[config.mk]
export PLATFORM = sky130hd
export DESIGN_NAME = sliding_window_line_buffer
export DESIGN_NICKNAME = d
export VERILOG_FILES = /design/src/rtl/swlb_pkg.sv /design/src/rtl/swlb_ram.sv /design/src/rtl/sliding_window_line_buffer.sv
export SDC_FILE = /design/constraint.sdc
export NUM_CORES = 2
export LEC_CHECK = 0
export ABC_CLOCK_PERIOD_IN_PS = 14200
export BUFFER_PORTS_ARGS = -buffer_cell sky130_fd_sc_hd__buf_4
export CORE_AREA = 2 2 487 489
export CTS_BUF_LIST = sky130_fd_sc_hd__clkbuf_8 sky130_fd_sc_hd__clkbuf_16
export DETAILED_ROUTE_END_ITERATION = 10
export DIE_AREA = 0 0 489 491
export MAX_ROUTING_LAYER = met4
export PLACE_DENSITY = 0.57
export SKIP_LAST_GASP = 1
export SLEW_MARGIN = 25
export SYNTH_ARGS = -nofsm -noshare
export SYNTH_HDL_FRONTEND = slang
export SYNTH_SLANG_ARGS = --single-unit
[constraint.sdc]
create_clock -name clk -period 14.2 [get_ports clk]
set_input_delay 2.84 -clock clk [delete_from_list [all_inputs] [get_ports clk]]
set_output_delay 2.84 -clock clk [all_outputs]
set_load 0.02 [all_outputs]
[src/rtl/swlb_pkg.sv]
// shared sizes and types of the sliding window line buffer
package swlb_pkg;

	localparam int KERNEL_ROWS = 3;
	localparam int KERNEL_COLS = 3;
	localparam int LINE_WIDTH  = 64;
	localparam int DATA_WIDTH  = 16;

	// fixed size of the result window and of the port fields
	localparam int MAX_ROWS  = 3;
	localparam int MAX_COLS  = 3;
	localparam int TAP_COUNT = MAX_ROWS * MAX_COLS;
	localparam int FIELD_W   = 16;

	// line stores between neighboring window rows
	localparam bit HAS_STORE   = (KERNEL_ROWS > 1) && (LINE_WIDTH > KERNEL_COLS);
	localparam int STORE_DEPTH = HAS_STORE ? (LINE_WIDTH - KERNEL_COLS) : 1;
	localparam int STORE_ROWS  = (KERNEL_ROWS > 1) ? (KERNEL_ROWS - 1) : 1;
	localparam int STORE_W     = STORE_ROWS * DATA_WIDTH;
	localparam int POS_W       = (STORE_DEPTH > 1) ? $clog2(STORE_DEPTH) : 1;

	typedef logic [FIELD_W-1:0]    field_t;
	typedef logic [DATA_WIDTH-1:0] data_t;
	typedef logic [POS_W-1:0]      pos_t;
	typedef logic [STORE_W-1:0]    store_word_t;

endpackage

[src/rtl/swlb_ram.sv]
// generic single write port, single read port ram with registered read
module swlb_ram #(
	parameter int WIDTH = 16,
	parameter int DEPTH = 64
) (
	input  logic                                          clk,
	input  logic                                          wr_en,
	input  logic [((DEPTH > 1) ? $clog2(DEPTH) : 1)-1:0]  wr_addr,
	input  logic [WIDTH-1:0]                              wr_data,
	input  logic [((DEPTH > 1) ? $clog2(DEPTH) : 1)-1:0]  rd_addr,
	output logic [WIDTH-1:0]                              rd_data
);

	logic [WIDTH-1:0] mem [DEPTH];

	always_ff @(posedge clk) begin
		if (wr_en) begin
			mem[wr_addr] <= wr_data;
		end
		rd_data <= mem[rd_addr];
	end

endmodule

[src/rtl/sliding_window_line_buffer.sv]
// sliding window line buffer: tap window registers, line store ram, output skid stage
//
// One pixel per request enters the window at row 0 column 0 and every value moves
// one tap onward; the last tap of a row goes into the line store ahead of the next
// row and the store's oldest entry enters that row. The block takes one pixel every
// clock while pixel_stall is low: the line stores of all rows share one ram word,
// written at the current position while the entry of the next position is read ahead,
// so the registered ram read never holds a pixel back. Each pixel gives one window
// request on the output in the cycle after it is accepted when the output register is
// free; a pixel taken while a window is stalled on the output waits in the skid
// register until that window is taken. The output register plus the skid register
// let the input keep flowing while a window waits; pixel_stall rises only when both
// are full. After reset the line stores read as zero until the write position has
// gone once round the store (line width minus kernel columns pixels); no clearing
// pass is run, so the block takes pixels from the first clock after reset.
module sliding_window_line_buffer (
	input  logic              clk,
	input  logic              arst_n,
	input  logic              pixel_valid,
	output logic              pixel_stall,
	input  swlb_pkg::field_t  pixel,
	output logic              window_valid,
	input  logic              window_stall,
	output swlb_pkg::field_t  tap_0,
	output swlb_pkg::field_t  tap_1,
	output swlb_pkg::field_t  tap_2,
	output swlb_pkg::field_t  tap_3,
	output swlb_pkg::field_t  tap_4,
	output swlb_pkg::field_t  tap_5,
	output swlb_pkg::field_t  tap_6,
	output swlb_pkg::field_t  tap_7,
	output swlb_pkg::field_t  tap_8
);

	import swlb_pkg::*;

	// window state
	data_t       taps_q   [MAX_ROWS][MAX_COLS];
	data_t       taps_nxt [MAX_ROWS][MAX_COLS];
	data_t       row_in   [MAX_ROWS];

	// line store access
	pos_t        pos_q;
	pos_t        pos_nxt;
	logic        wrapped_q;
	logic        accept;
	logic        pos_last;
	store_word_t ram_rdata;
	store_word_t ram_wdata;
	store_word_t store_rd;
	store_word_t wr_data_s1;
	logic        fwd_s1;

	// output stage
	field_t      win_nxt  [TAP_COUNT];
	field_t      out_q    [TAP_COUNT];
	field_t      skid_q   [TAP_COUNT];
	logic        out_valid_q;
	logic        skid_valid_q;
	logic        out_taken;

	assign pixel_stall = skid_valid_q;
	assign accept      = pixel_valid && !pixel_stall;
	assign out_taken   = out_valid_q && !window_stall;
	assign pos_last    = (pos_q == POS_W'(STORE_DEPTH - 1));

	// read-ahead address: next position once this pixel is taken
	always_comb begin
		pos_nxt = pos_q;
		if (accept && HAS_STORE) begin
			pos_nxt = pos_last ? '0 : pos_q + 1'b1;
		end
	end

	// line store ram, one lane per row boundary
	generate
		if (HAS_STORE) begin : g_store
			swlb_ram #(
				.WIDTH (STORE_W),
				.DEPTH (STORE_DEPTH)
			) u_ram (
				.clk     (clk),
				.wr_en   (accept),
				.wr_addr (pos_q),
				.wr_data (ram_wdata),
				.rd_addr (pos_nxt),
				.rd_data (ram_rdata)
			);
		end else begin : g_no_store
			assign ram_rdata = '0;
		end
	endgenerate

	// entries not yet written since reset read as zero; forward a write that
	// hit the address being read in the same cycle
	always_comb begin
		if (!wrapped_q) begin
			store_rd = '0;
		end else if (fwd_s1) begin
			store_rd = wr_data_s1;
		end else begin
			store_rd = ram_rdata;
		end
	end

	// window shift
	always_comb begin
		ram_wdata = '0;
		for (int r = 0; r < MAX_ROWS; r++) begin
			row_in[r] = '0;
		end
		row_in[0] = DATA_WIDTH'(pixel);
		for (int r = 1; r < MAX_ROWS; r++) begin
			if (r < KERNEL_ROWS) begin
				if (HAS_STORE) begin
					row_in[r] = store_rd[(r-1)*DATA_WIDTH +: DATA_WIDTH];
				end else begin
					row_in[r] = taps_q[r-1][KERNEL_COLS-1];
				end
			end
		end
		for (int r = 0; r < MAX_ROWS - 1; r++) begin
			if (r < KERNEL_ROWS - 1) begin
				ram_wdata[r*DATA_WIDTH +: DATA_WIDTH] = taps_q[r][KERNEL_COLS-1];
			end
		end
		for (int r = 0; r < MAX_ROWS; r++) begin
			for (int c = 0; c < MAX_COLS; c++) begin
				if (r >= KERNEL_ROWS || c >= KERNEL_COLS) begin
					taps_nxt[r][c] = '0;
				end else if (c == 0) begin
					taps_nxt[r][c] = row_in[r];
				end else begin
					taps_nxt[r][c] = taps_q[r][c-1];
				end
				win_nxt[r*MAX_COLS + c] = FIELD_W'(taps_nxt[r][c]);
			end
		end
	end

	// window taps and store position
	always_ff @(posedge clk or negedge arst_n) begin
		if (!arst_n) begin
			for (int r = 0; r < MAX_ROWS; r++) begin
				for (int c = 0; c < MAX_COLS; c++) begin
					taps_q[r][c] <= '0;
				end
			end
			pos_q     <= '0;
			wrapped_q <= 1'b0;
			fwd_s1    <= 1'b0;
		end else begin
			if (accept) begin
				taps_q <= taps_nxt;
				if (HAS_STORE && pos_last) begin
					wrapped_q <= 1'b1;
				end
			end
			pos_q  <= pos_nxt;
			fwd_s1 <= accept && (pos_q == pos_nxt);
		end
	end

	always_ff @(posedge clk) begin
		wr_data_s1 <= ram_wdata;
	end

	// output register and skid register control
	always_ff @(posedge clk or negedge arst_n) begin
		if (!arst_n) begin
			out_valid_q  <= 1'b0;
			skid_valid_q <= 1'b0;
		end else begin
			if (skid_valid_q) begin
				if (out_taken) begin
					skid_valid_q <= 1'b0;
				end
			end else if (accept) begin
				if (!out_valid_q || !window_stall) begin
					out_valid_q <= 1'b1;
				end else begin
					skid_valid_q <= 1'b1;
				end
			end else if (out_taken) begin
				out_valid_q <= 1'b0;
			end
		end
	end

	always_ff @(posedge clk) begin
		if (skid_valid_q) begin
			if (out_taken) begin
				out_q <= skid_q;
			end
		end else if (accept) begin
			if (!out_valid_q || !window_stall) begin
				out_q <= win_nxt;
			end else begin
				skid_q <= win_nxt;
			end
		end
	end

	assign window_valid = out_valid_q;
	assign tap_0 = out_q[0];
	assign tap_1 = out_q[1];
	assign tap_2 = out_q[2];
	assign tap_3 = out_q[3];
	assign tap_4 = out_q[4];
	assign tap_5 = out_q[5];
	assign tap_6 = out_q[6];
	assign tap_7 = out_q[7];
	assign tap_8 = out_q[8];

`ifndef SYNTHESIS
	// skid register only fills behind a full output register
	a_skid_behind_out: assert property (@(posedge clk) disable iff (!arst_n)
		skid_valid_q |-> out_valid_q)
		else $error("skid holds a window while output register is empty");

	// store position stays inside the store
	a_pos_range: assert property (@(posedge clk) disable iff (!arst_n)
		pos_q <= POS_W'(STORE_DEPTH - 1))
		else $error("line store position out of range");

	// the store is marked filled exactly when the position wraps
	a_wrap_at_zero: assert property (@(posedge clk) disable iff (!arst_n)
		$rose(wrapped_q) |-> (pos_q == '0))
		else $error("line store marked filled away from wrap point");

	// a pixel taken against a stalled window lands in the skid register
	a_skid_fill: assert property (@(posedge clk) disable iff (!arst_n)
		(accept && out_valid_q && window_stall) |=> skid_valid_q)
		else $error("window lost behind stalled output");

	// position holds while no pixel is accepted; it only moves with an accepted pixel
	a_pos_hold: assert property (@(posedge clk) disable iff (!arst_n)
		!accept |=> $stable(pos_q))
		else $error("line store position moved without a pixel");
`endif

endmodule

==> results.cfg <==
[worst_hold_path]
min_path_cells = 0
hold_path_end = skid_q[5]
min_from = taps_nxt[5]
hold_class = flop to flop

[logic_synthesis]
synth_area_mm2 = 0.0936
syn_avg_cell_area_um2 = 14.1
synth.ff_latch_count = 2442
async_flop_share = 0.0565
yosys_most_used_dff = edfxtp_1
syn_inst = 6654
yosysUniqueCellTypes = 56
yosysSeqAreaShare = 0.769
yosys_warnings = 0
synth_nets = 6676
synth_edf_count = 2240

[sta]
fmax_ghz = 0.137
rsz0062_at_grt = false
hold_viol_final = 0
clock_skew_ps = 67.4
tightest_slew_ps = 1210
slew_headroom = 0.188
hold_ws_ps = 477
setup_tns_ps = 0
setup_viol_count_final = 0
final_max_slew_viol_count = 0
fin_crit_sh = 0.514
min_period_ps = 7300

[cells_and_area]
fin_area_mm2 = 0.108
drive_above_1_share = 0.155
num-fill-cells = 20500
syn2layout_area_growth_pct = 15.3
seqCellArea_mm2 = 0.0720
layout.nets = 6901
multi_input_area_mm2 = 0.0205
final_cells = 10200

[clock_network]
hold_buffers = 0
cts_tree = built
clock_sinks = 2442
post_cts_buffers = 0
htreeDepth = 5
cts-root-buf = clkbuf_16
clk_latency_ps = 920
clk_path_buf_depth = 4
cts_resized = 0
path_clk_slew_ps = 50
cts_buffers = 275

[die]
std_cell_rows = 178
start_util = 0.399
die_w_um = 489
ios = 166
die-area_mm2 = 0.240
die_h_um = 491
core_mm2 = 0.235

[placed_design]
place_area_mm2 = 0.0995
io_buffers = 165
place.gp.congestion = 0.864
dp_hpwl_um = 146000
placed_cells = 9752

[grt]
antenna_found_initial = 34
grt_remaining_overflow = 0
grt_max_degree = 164
grt_pass1_vias = 55100
track_usage = 0.234
grt_pass1_wl_um = 397000

[critical_path]
cp_max_fo = 62
end_kind = flop
startpoint_type = primary input
critPathKind = primary input to flop
r2r_slack_ps = 8090
worstReg2RegStart = pixel_stall
critPathRequiredTime_ps = 15050
arrival_ps = 8150
rr_worst_depth = 11
r2r_end = g_store.u_ram.rd_data[26]

[flow_run]
max_cap_viol_count = 0

[outcome]
status = finished, final reports clean

[power]
powerDensity_mw_per_mm2 = 227
irDropWorstVdd_mv = 0.183
finalPower_w = 0.0245
p_leak_nw = 38.2

[drt]
drt_first_pass_iters = 6
routedWlPerCell_um = 27.1
ant_nets = 0
drtIter0Drc = 8039
via_per_inst = 5.65
vias = 57800
route.detailed.drc = 0
totalWireLength_um = 277000
-- layer usage --
layer	vias to the layer above	global-route usage	share of wire
li1	25000	-	-
met1	29300	0.328	0.41
met2	3048	0.347	0.45
met3	490	0.0425	0.10
met4	0	0.0765	0.033
met5	-	-	0
-- power breakdown --
| group | total (W) | leakage, nW | internal, W | switching (W) |
|---|---|---|---|---|
| clock network | 0.00666 | 4.35 | 0.00391 | 0.00275 |
| logic | 0.00809 | 10.8 | 0.00224 | 0.00585 |
| registers | 0.00973 | 23.0 | 0.00927 | 0.000464 |
-- placed cells by master, fill, tap and decap left out, drive strengths merged, types with 35 or more instances in the layout --
cell type	count
nor3	69
o21ai	102
a21oi	233
clkinv	80
nor2	71
nand3	552
clkbuf	293
mux2	144
mux4	68
o22ai	65
mux2i	39
dfrtp	138
inv	113
and3	122
a31oi	187
dfxtp	64
a32oi	35
buf	371
edfxtp	2240
nand2	1897
-- cell usage after synthesis, types with 46 or more instances --
master,n,share of area
dfrtp_1,138,0.037
a31oi_1,187,0.012
o21ai_0,90,0.0048
mux2_2,144,0.017
nor3_1,69,0.0037
nand2_1,1897,0.076
dfxtp_1,64,0.014
o22ai_1,65,0.0043
edfxtp_1,2240,0.72
and3_1,122,0.0082
nor2_1,70,0.0028
clkbuf_1,223,0.0089
mux4_2,68,0.016
buf_1,46,0.0018
buf_2,149,0.0080
a21oi_1,233,0.012
nand3_1,552,0.030
-- worst max-delay path by stage --
stage	startpoint	endpoint	slack, ps	depth (start not counted)
2_1_floorplan	pixel_valid	tap_0[0]	2910	5
3_3_place_gp	pixel_valid	g_store.u_ram.rd_data[2]	5560	11
3_5_place_dp	pixel_valid	g_store.u_ram.rd_data[26]	6120	12
4_1_cts	pixel_valid	g_store.u_ram.rd_data[26]	7070	12
5_1_grt	pixel_valid	g_store.u_ram.rd_data[3]	6880	13
6_report	pixel_valid	g_store.u_ram.rd_data[26]	6900	12
-- flip-flops by register name (all words and copies together) (netlist names) --
name	flops
taps_nxt	96
tap_1	16
tap_0	16
tap_6	16
tap_5	16
pos_q	6
wrapped_q	1
tap_3	16
pixel_stall	1
g_store.u_ram.rd_data	32
ram_wdata	32
tap_8	16
tap_7	16
tap_2	16
fwd_s1	1
skid_q	144
tap_4	16
g_store.u_ram.mem	1952
window_valid	1
wr_data_s1	32
-- worst max-delay path, stage by stage --
cell and delay (ps):
buf_4 170, and2b_4 510, mux2i_4 400, buf_4 640, buf_4 550, buf_4 660, buf_4 690, a31oi_1 180
nand4_1 120, o22ai_1 90, o21ai_1 770, and4_1 290
-- metrics by stage --
step                       util  setup slack [ps]
after floorplan               -              2910
after global placement    0.423              5560
after detailed placement  0.424              6120
after CTS                 0.460              7070
after global routing      0.460              6880
final                     0.460              6900
-- layout make-up --
class,count,area share
sequential,2442,0.667
multi-input combinational,3746,0.190
clock buffer,293,0.0667
clock inverter,171,0.0107
antenna,25,0.000580
tap,3150,0.0365
inverter,43,0.00165
timing repair buffer,371,0.0267
-- cell families after synthesis --
logic type      after synthesis  share of synthesized area
other cells                   1                  0.0000401
fa+ha+maj                     2                   0.000267
buf+inv                     466                     0.0209
flops                      2442                      0.769
compound gates              697                     0.0446
xor+xnor                      1                  0.0000936
simple gates               2794                      0.127
mux                         251                     0.0379
Power figures use the tool's default switching activity.
